`config.mk`:
```
export PLATFORM = sky130hd
export DESIGN_NAME = hsv_to_rgb_converter
export DESIGN_NICKNAME = d
export VERILOG_FILES = /design/src/hdl/hsv2rgb_pkg.sv /design/src/hdl/hsv2rgb_chan.sv /design/src/hdl/hsv_to_rgb_converter.sv
export SDC_FILE = /design/constraint.sdc
export NUM_CORES = 2
export LEC_CHECK = 0
export ABC_CLOCK_PERIOD_IN_PS = 8600
export BUFFER_PORTS_ARGS = -buffer_cell sky130_fd_sc_hd__buf_2
export CAP_MARGIN = 15
export CORE_ASPECT_RATIO = 1.1
export CORE_MARGIN = 3
export CORE_UTILIZATION = 45
export DETAILED_ROUTE_END_ITERATION = 10
export PLACE_DENSITY_LB_ADDON = 0.1
export SYNTH_ARGS = -nofsm -noshare
export SYNTH_HDL_FRONTEND = slang
export SYNTH_HIERARCHICAL = 1
export SYNTH_SLANG_ARGS = --single-unit
```
`constraint.sdc`:
```
create_clock -name clk -period 8.6 [get_ports clk]
set_clock_uncertainty 0.15 [all_clocks]
set_input_delay 0.86 -clock clk [delete_from_list [all_inputs] [get_ports clk]]
set_output_delay 0.86 -clock clk [all_outputs]
set_load 0.05 [all_outputs]
```
`src/hdl/hsv2rgb_pkg.sv`:
```
// Shared types and fixed-point constants for the HSV to RGB converter.
package hsv2rgb_pkg;

    // Field formats
    localparam int HUE_BITS        = 16;
    localparam int LEVEL_FRAC_BITS = 15;
    localparam int LVL_W           = LEVEL_FRAC_BITS + 1;
    localparam int HUE3_W          = HUE_BITS + 2;      // holds 3*hue
    localparam int NSTG            = 8;                 // pipeline depth

    // Hue constants at three times the hue scale
    localparam logic [HUE3_W-1:0] TURN3     = HUE3_W'(3) << HUE_BITS;
    localparam logic [HUE3_W-1:0] TURN_3W   = HUE3_W'(1) << HUE_BITS;
    localparam logic [HUE3_W-1:0] HALF_3W   = HUE3_W'(1) << (HUE_BITS - 1);
    localparam logic [HUE3_W-1:0] CTR_GREEN = HUE3_W'(1) << HUE_BITS;
    localparam logic [HUE3_W-1:0] CTR_BLUE  = HUE3_W'(2) << HUE_BITS;
    localparam logic [HUE_BITS:0] TURN_H1   = (HUE_BITS + 1)'(1) << HUE_BITS;

    // 1.0 in the level format
    localparam logic [LVL_W-1:0] LVL_ONE = LVL_W'(1) << LEVEL_FRAC_BITS;

    typedef enum logic [1:0] {
        CH_RED   = 2'd0,
        CH_GREEN = 2'd1,
        CH_BLUE  = 2'd2
    } chan_t;

    typedef struct packed {
        logic [HUE_BITS-1:0] hue_turn;
        logic [LVL_W-1:0]    sat_level;
        logic [LVL_W-1:0]    val_level;
    } hsv_pix_t;

    typedef struct packed {
        logic [LVL_W-1:0] red_level;
        logic [LVL_W-1:0] green_level;
        logic [LVL_W-1:0] blue_level;
    } rgb_pix_t;

    // Per-pixel values carried alongside each channel's pipeline
    typedef struct packed {
        logic [LVL_W-1:0] sat_inv;   // 1 - s
        logic             blend_en;  // s below 1.0
        logic [LVL_W-1:0] val;
    } side_t;

    // Stage load strobes, bit 0 is the first stage
    typedef struct packed {
        logic [NSTG-1:0] load;
    } stg_ctrl_t;

endpackage

```
`src/hdl/hsv2rgb_chan.sv`:
```
// One color channel: hue distance, trapezoid level, saturation blend, value scale.
module hsv2rgb_chan
    import hsv2rgb_pkg::*;
(
    input  logic                clk,
    input  stg_ctrl_t           ctrl,
    input  chan_t               chan,
    input  logic [HUE3_W-1:0]   hue3,
    input  side_t               side,
    output logic [LVL_W-1:0]    level
);

    logic [HUE3_W-1:0]       centre;
    logic [HUE3_W:0]         diff;
    logic [HUE3_W-1:0]       off_next;
    logic [HUE3_W-1:0]       off_reg;
    side_t                   s2_side_reg;

    logic [HUE3_W-1:0]       rev;
    logic [HUE3_W-1:0]       d3_next;
    logic [HUE3_W-1:0]       d3_reg;
    side_t                   s3_side_reg;

    logic [HUE_BITS:0]       ramp;
    logic [HUE_BITS+LVL_W:0] ramp_sh;
    logic [LVL_W-1:0]        c_next;
    logic [LVL_W-1:0]        c4_reg;
    logic [LVL_W-1:0]        cinv_reg;
    side_t                   s4_side_reg;

    logic [2*LVL_W-1:0]      blend_prod_next;
    logic [2*LVL_W-1:0]      blend_prod_reg;
    logic [LVL_W-1:0]        c5_reg;
    side_t                   s5_side_reg;

    logic [LVL_W:0]          cb_next;
    logic [LVL_W:0]          cb_reg;
    logic [LVL_W-1:0]        val6_reg;

    logic [2*LVL_W:0]        scale_prod_next;
    logic [2*LVL_W:0]        scale_prod_reg;

    logic [LVL_W+1:0]        scaled;
    logic [LVL_W-1:0]        level_next;
    logic [LVL_W-1:0]        level_reg;

    // Channel center on the 3*hue scale
    always_comb
    begin
        case (chan)
            CH_RED:   centre = '0;
            CH_GREEN: centre = CTR_GREEN;
            CH_BLUE:  centre = CTR_BLUE;
            default:  centre = '0;
        endcase
    end

    // Stage 2: offset from center, wrapped into one turn
    always_comb
    begin
        diff = {1'b0, hue3} - {1'b0, centre};
        if (diff[HUE3_W])
            off_next = diff[HUE3_W-1:0] + TURN3;
        else
            off_next = diff[HUE3_W-1:0];
    end

    always_ff @(posedge clk)
    begin
        if (ctrl.load[1])
        begin
            off_reg     <= off_next;
            s2_side_reg <= side;
        end
    end

    // Stage 3: circular distance
    always_comb
    begin
        rev     = TURN3 - off_reg;
        d3_next = (off_reg > rev) ? rev : off_reg;
    end

    always_ff @(posedge clk)
    begin
        if (ctrl.load[2])
        begin
            d3_reg      <= d3_next;
            s3_side_reg <= s2_side_reg;
        end
    end

    // Stage 4: trapezoid level, flat top, linear ramp, zero beyond
    always_comb
    begin
        ramp    = TURN_H1 - d3_reg[HUE_BITS:0];
        ramp_sh = {ramp, {LVL_W{1'b0}}};
        if (d3_reg < HALF_3W)
            c_next = LVL_ONE;
        else if (d3_reg < TURN_3W)
            c_next = ramp_sh[HUE_BITS+LVL_W-1:HUE_BITS];
        else
            c_next = '0;
    end

    always_ff @(posedge clk)
    begin
        if (ctrl.load[3])
        begin
            c4_reg      <= c_next;
            cinv_reg    <= LVL_ONE - c_next;
            s4_side_reg <= s3_side_reg;
        end
    end

    // Stage 5: (1 - s)(1 - c)
    assign blend_prod_next = s4_side_reg.sat_inv * cinv_reg;

    always_ff @(posedge clk)
    begin
        if (ctrl.load[4])
        begin
            blend_prod_reg <= blend_prod_next;
            c5_reg         <= c4_reg;
            s5_side_reg    <= s4_side_reg;
        end
    end

    // Stage 6: blend toward 1.0 when saturation is below one
    always_comb
    begin
        if (s5_side_reg.blend_en)
            cb_next = {1'b0, c5_reg}
                    + blend_prod_reg[2*LVL_W-1:LEVEL_FRAC_BITS];
        else
            cb_next = {1'b0, c5_reg};
    end

    always_ff @(posedge clk)
    begin
        if (ctrl.load[5])
        begin
            cb_reg   <= cb_next;
            val6_reg <= s5_side_reg.val;
        end
    end

    // Stage 7: scale by value
    assign scale_prod_next = cb_reg * val6_reg;

    always_ff @(posedge clk)
    begin
        if (ctrl.load[6])
            scale_prod_reg <= scale_prod_next;
    end

    // Stage 8: drop fraction and clamp to 1.0
    always_comb
    begin
        scaled = scale_prod_reg[2*LVL_W:LEVEL_FRAC_BITS];
        if (scaled > {2'b00, LVL_ONE})
            level_next = LVL_ONE;
        else
            level_next = scaled[LVL_W-1:0];
    end

    always_ff @(posedge clk)
    begin
        if (ctrl.load[7])
            level_reg <= level_next;
    end

    assign level = level_reg;

endmodule

```
`src/hdl/hsv_to_rgb_converter.sv`:
```
// Top level of the HSV to RGB converter: input stage, stage control, three channels.
//
//  Channel | Valid     | Stall     | Payload
//  --------+-----------+-----------+--------------------------------------------
//  HSV in  | hsv_valid | hsv_stall | hsv (hue_turn, sat_level, val_level)
//  RGB out | rgb_valid | rgb_stall | rgb (red_level, green_level, blue_level)
//
//  One pixel per clock while rgb_stall lets the stages move; each pixel passes eight stages
//  (3*hue, offset, distance, level, blend product, blend, scale product, clamp).
//  Each stage loads when it is empty or the stage after it moves, so bubbles
//  collapse and the input keeps flowing while the output register waits.
//  hsv_stall rises only when all eight stages hold pixels and rgb is stalled.
//  Reset clears the stage valid bits; no clearing pass is needed.
module hsv_to_rgb_converter
    import hsv2rgb_pkg::*;
(
    input  logic     clk,
    input  logic     rst_n,
    input  logic     hsv_valid,
    output logic     hsv_stall,
    input  hsv_pix_t hsv,
    output logic     rgb_valid,
    input  logic     rgb_stall,
    output rgb_pix_t rgb
);

    logic [NSTG-1:0]   valid_reg;
    logic [NSTG-1:0]   valid_next;
    logic [NSTG-1:0]   ready;
    stg_ctrl_t         ctrl;

    logic [HUE3_W-1:0] hue3_next;
    logic [HUE3_W-1:0] hue3_reg;
    side_t             side_next;
    side_t             side_reg;

    // Stage ready chain, last stage first
    always_comb
    begin
        ready[NSTG-1] = !valid_reg[NSTG-1] || !rgb_stall;
        for (int k = NSTG - 2; k >= 0; k--)
            ready[k] = !valid_reg[k] || ready[k+1];
    end

    assign ctrl.load = ready;
    assign hsv_stall = !ready[0];

    // Valid bits advance with the data
    always_comb
    begin
        valid_next = valid_reg;
        if (ready[0])
            valid_next[0] = hsv_valid;
        for (int k = 1; k < NSTG; k++)
        begin
            if (ready[k])
                valid_next[k] = valid_reg[k-1];
        end
    end

    always_ff @(posedge clk or negedge rst_n)
    begin
        if (!rst_n)
            valid_reg <= '0;
        else
            valid_reg <= valid_next;
    end

    // Stage 1: 3*hue, inverse saturation and blend enable
    always_comb
    begin
        hue3_next          = {2'b00, hsv.hue_turn} + {1'b0, hsv.hue_turn, 1'b0};
        side_next.sat_inv  = LVL_ONE - hsv.sat_level;
        side_next.blend_en = hsv.sat_level < LVL_ONE;
        side_next.val      = hsv.val_level;
    end

    always_ff @(posedge clk)
    begin
        if (ready[0])
        begin
            hue3_reg <= hue3_next;
            side_reg <= side_next;
        end
    end

    // Channel pipelines
    hsv2rgb_chan u_red
    (
        .clk   (clk),
        .ctrl  (ctrl),
        .chan  (CH_RED),
        .hue3  (hue3_reg),
        .side  (side_reg),
        .level (rgb.red_level)
    );

    hsv2rgb_chan u_green
    (
        .clk   (clk),
        .ctrl  (ctrl),
        .chan  (CH_GREEN),
        .hue3  (hue3_reg),
        .side  (side_reg),
        .level (rgb.green_level)
    );

    hsv2rgb_chan u_blue
    (
        .clk   (clk),
        .ctrl  (ctrl),
        .chan  (CH_BLUE),
        .hue3  (hue3_reg),
        .side  (side_reg),
        .level (rgb.blue_level)
    );

    assign rgb_valid = valid_reg[NSTG-1];

    // Input stalls only with a full pipeline
    a_stall_full: assert property (@(posedge clk) disable iff (!rst_n)
        hsv_stall |-> (&valid_reg))
        else $error("input stalled with an empty stage");

    // Accepted pixel occupies the first stage
    a_accept_s1: assert property (@(posedge clk) disable iff (!rst_n)
        (hsv_valid && !hsv_stall) |=> valid_reg[0])
        else $error("accepted pixel lost at first stage");

    // Outputs stay within 0..1
    a_out_range: assert property (@(posedge clk) disable iff (!rst_n)
        rgb_valid |-> (rgb.red_level <= LVL_ONE && rgb.green_level <= LVL_ONE
                       && rgb.blue_level <= LVL_ONE))
        else $error("channel level above 1.0");

endmodule

```
# Word level (Yosys, flattened, before mapping)
# Cells that the tools add are included.
# word_totals
word_cells	123
in_bits	52
output_inout_bits	50
reg_bits	737
# op_classes
muxes	14
addsub	18
n_reduce_logical	18
n_mul	6
magnitude_cmp	13
# ops
operator	count
two-way mux 16 bit	9
multiplier 17 x 16 -> 33 bit	3
multiplier 16 x 16 -> 32 bit	3
two-way mux 18 bit	5
subtractor 16 bit, first input constant	4
> comparator 18 x 16 -> 1 bit, second input constant	3
> comparator 18 bit	3
< comparator 18 x 16 -> 1 bit, second input constant	3
< comparator 18 x 17 -> 1 bit, second input constant	3
subtractor 18 bit, first input constant	3
adder 16 x 17 -> 17 bit	3
subtractor 1 x 16 -> 16 bit, first input constant	3
adder 18 bit, second input constant	2
subtractor 18 x 17 -> 19 bit, second input constant	1
subtractor 18 x 18 -> 19 bit, second input constant	1
adder 16 x 17 -> 18 bit	1
< comparator 16 bit, second input constant	1
zero test 1 bit	10
logical OR 1 bit	8

# Depth between registers and ports, before layout
# logic_depth
depth_word	10
ltp_mapped	23
depth_no_buf	22

# Cells and area by module
# The synthesis kept the hierarchy.
# by_module_without_submodules
mod	area_each_um2	cells_each	seq_area_each_um2	n_inst
hsv2rgb_chan at u_blue	27471.3	2502	8498.2	1
hsv2rgb_chan at u_green	27277.4	2473	8498.2	1
hsv2rgb_chan at u_red	27227.4	2461	8498.2	1
hsv_to_rgb_converter	2805.2	212	1731.7	1

# Worst setup path before layout
# OpenSTA, ideal clock, no wires.
# synth_path
path_type	input-to-reg
startpoint	input rgb_stall
endpoint	register u_blue.off_reg[0] (enable)
required_ns	7.164
path_slack_ns	-0.062
setup_ns	1.286
cell_stages	4
path_buffers	0
t_arrival_ns	7.226
cell_sequence	nand4_1 > nor2_1 > and2_1 > nand2_1
# synth_lines
element	line	text
start: declaration	hsv_to_rgb_converter.sv:23	input logic rgb_stall,
end signal: assignment	hsv2rgb_chan.sv:72	off_reg <= off_next;
end: declaration	hsv2rgb_chan.sv:16	logic [HUE3_W-1:0] off_reg;

# Worst setup path in the final report
# layout_path
startpoint	register u_blue/s4_side_reg[25] (netlist bit)
endpoint	register u_blue.blend_prod_reg[21], data pin
# layout_between
elab_chain_len	1
# layout_rtl
element	line	text
start: declaration	hsv2rgb_chan.sv:29	side_t s4_side_reg;
start signal: assignment	hsv2rgb_chan.sv:112	s4_side_reg <= s3_side_reg;
multiplier 16 x 16 -> 32 bit	hsv2rgb_chan.sv:117	assign blend_prod_next = s4_side_reg.sat_inv * cinv_reg;
via u_blue.blend_prod_next[21]	hsv2rgb_chan.sv:31	logic [2*LVL_W-1:0] blend_prod_next;
end signal: assignment	hsv2rgb_chan.sv:123	blend_prod_reg <= blend_prod_next;
end: declaration	hsv2rgb_chan.sv:32	logic [2*LVL_W-1:0] blend_prod_reg;
# The timed path passes the listed nets, and every way through them passes these cells.
# A chain may end at the register's enable or synchronous reset.

==> key figures <==
Global route
  • GR Util All Layers: 0.208
  • First-pass GRT wire length: 316 mm
  • Pin count of the biggest net entering global routing: 136
  • Vias in the first global route: 56.4k
  • Initial antenna violation count: 2
  • Grt ovf: 0

Worst setup path
  • CP top delay family: adder cells
  • CP cell instances: and2_1 -> fa_1 -> inv_1 -> fa_1 -> fa_1 -> inv_1 -> fa_1 -> fa_1 -> inv_1 -> fa_1 -> inv_1 -> ha_1 -> nand2_1 -> a21oi_1 -> a221oi_1 -> nor2_1 -> a31oi_1 -> o21ai_0 -> a31oi_1 -> o311ai_0
  • Largest stage delay on the critical path: 770 ps
  • Reg2Reg Depth: 20
  • Critical R2R Launch: u_blue/s4_side_reg[25]$_DFFE_PP_
  • Type of origin of the critical path: register
  • Crit-path most repeated cell: fa_1
  • RR Endpoint: u_blue/blend_prod_reg[21]$_DFFE_PP_
  • Worst setup EP type: register
  • CP bufs+invs: 4
  • FF-to-FF setup slack: 1230 ps
  • WP data required: 8890 ps
  • Crit Path Class: register to register
  • Slowest CP cell: edfxtp_1
  • Crit path launch: u_blue/s4_side_reg[25]$_DFFE_PP_
  • Crit Path Max Fanout: 16
  • Crit path DAT: 7660 ps

Drt
  • Via density: 5.12
  • DR DRC count: 0
  • Final ANT Viol Nets: 0
  • WL final: 194 mm
  • DRT iter0 DRCs: 2508
  • 1st-pass router iterations: 7
  • Via count: 52.1k
  • Avg WL per Cell: 19.1 microns

Synthesis
  • Top cell type's share of synthesized area: 0.319
  • Netlist area before placement: 84800 sq um
  • Distinct cells, synth: 96
  • Post-synth EDFFs: 900
  • Post-synth top flop: edfxtp_1
  • Largest area contributor in the netlist: edfxtp_1
  • Synthesized netlist cell count: 7648
  • Commonest cells post-synth: inv_1, fa_1, nand2_1, edfxtp_1, and2_1
  • Seq cells post-synth: 908
  • Post-synthesis sequential area ratio: 0.321
  • Most frequent cell after synthesis: inv_1
  • Async SR Flop Fraction: 0.00881
  • Avg Inst Size Synth: 11.1 sq um
  • Area contributors post-synth: edfxtp_1, fa_1, ha_1, inv_1, and2_1
  • Warnings from Yosys: 6

Die
  • Top Ports: 102
  • Initial Util: 0.454
  • Die area: 194000 sq um
  • Die Wd: 420 microns
  • Rows: 166
  • Core ar.: 187000 sq um
  • Chip height: 461 microns

Cells and area
  • Share of layout cells above drive strength 1: 0.0493
  • # fillers: 16.9k
  • Multi-input logic area: 51200 sq um
  • Final net count: 9628
  • Area delta synth->final: 7.15%
  • Sequential cell area: 27200 sq um

STA
  • Fin worst setup slack: 1230 ps
  • Slew margin rel.: 0.197
  • RSZ-0062 raised after global routing: false
  • Final Hold Fails: 0
  • Fmax: 136 MHz
  • Setup TNS: 0 ps
  • Hold_ws: 156 ps
  • Min cycle time layout: 7370 ps
  • Final setup viols: 0
  • Max Slew Vio Count: 0
  • Tcrit/Tclk final: 0.857
  • Slew of the pin with the lowest slew margin: 1190 ps

Clocking
  • Worst skew pair latency: 730 ps
  • Cts bufs inserted: 95
  • Root Driver: clkbuf_16
  • Clk slew on worst S/H paths: 60 ps
  • H-tree levels: 3
  • Clock sinks: 908
  • Clock Path Buffers: 3
  • Postcts setup bufs: 0
  • CTS tree: yes

Place
  • Setup WS pre-CTS: 1280 ps
  • Global placer's final weighted congestion: 0.829
  • # port buffers: 101
  • DP HPWL: 149 mm

Worst hold path
  • Min-Delay Path Class: input pin to register
  • Hold path depth: 1
  • Hold Crit Start: hsv[6]
  • Hold EP: side_reg[6]$_DFFE_PP_

Run status
  • Status: finished, final reports clean

Flow run
  • Number of max-cap violations: 0
[what timing repair did]
action,CTS,global route
resized for setup,0,0
hold buffers,1,0
endpoints found under the hold margin,8,0
[through the flow]
stage / instances / area [sq um] / util
CTS: 10200 / 90800 / 0.487
global placement: 9992 / 87700 / 0.470
global route: 10200 / 90800 / 0.487
finish: 10200 / 90800 / 0.487
floorplan: 7658 / 84800 / -
detailed placement: 9993 / 87800 / 0.470
[layer usage]
layer  vias up  share of wire  GRT usage  wire, microns
li1      24200              -          -              -
met1     26600           0.45      0.285          87700
met2       981           0.49      0.357          95400
met3       213          0.040     0.0253           7820
met4         0          0.018     0.0413           3460
met5         -              0          0              0
[final cells by class]
cell class                      instances  area share
Sequential cell                       908       0.300
Tap cell                             2436      0.0336
Clock inverter                         65     0.00696
Clock buffer                          108      0.0269
Timing Repair Buffer                  123     0.00766
Antenna cell                            1   0.0000275
Inverter                             1479      0.0612
Multi-Input combinational cell       5048       0.564
[cell families (layout without fill, tap and decap cells)]
kind of cell             after synthesis  in the layout  share of synthesized area
XOR/XNOR                             267            267                     0.0277
AND/OR/NAND/NOR                     2263           2263                      0.136
other                                  2             13                  0.0000886
multiplexers                          55             55                    0.00822
buffers and inverters               1702           1775                     0.0756
adder cells (fa/ha/maj)             1921           1921                      0.390
AO/OA/AOI/OAI                        530            530                     0.0412
flip-flops                           908            908                      0.321
[how the worst max path moves through the flow]
stage	to	cells after the start	slack [ps]
6_report	u_blue/blend_prod_reg[21]$_DFFE_PP_	20	1230
5_1_grt	u_blue/blend_prod_reg[24]$_DFFE_PP_	19	910
4_1_cts	u_blue/scale_prod_reg[32]$_DFFE_PP_	20	1250
3_5_place_dp	u_blue/blend_prod_reg[30]$_DFFE_PP_	19	1280
3_3_place_gp	u_blue/blend_prod_reg[30]$_DFFE_PP_	19	1320
2_1_floorplan	u_blue/blend_prod_reg[15]$_DFFE_PP_	3	540
[cell usage in the layout (no fill, tap or decap), types with 34 or more instances in the layout]
master        n
inv_1      1477
fa_1       1207
nand2_1     961
edfxtp_1    900
and2_1      790
ha_1        714
xnor2_1     159
nor2_1      144
a21oi_1     142
xor2_1      107
buf_2       102
clkbuf_16    96
o21ai_0      86
nor3_1       75
a21o_1       63
nand3_1      42
nand2b_1     34
Power is not shown: default switching activity piles up to over one toggle a cycle in this logic, so the estimate is an artifact.
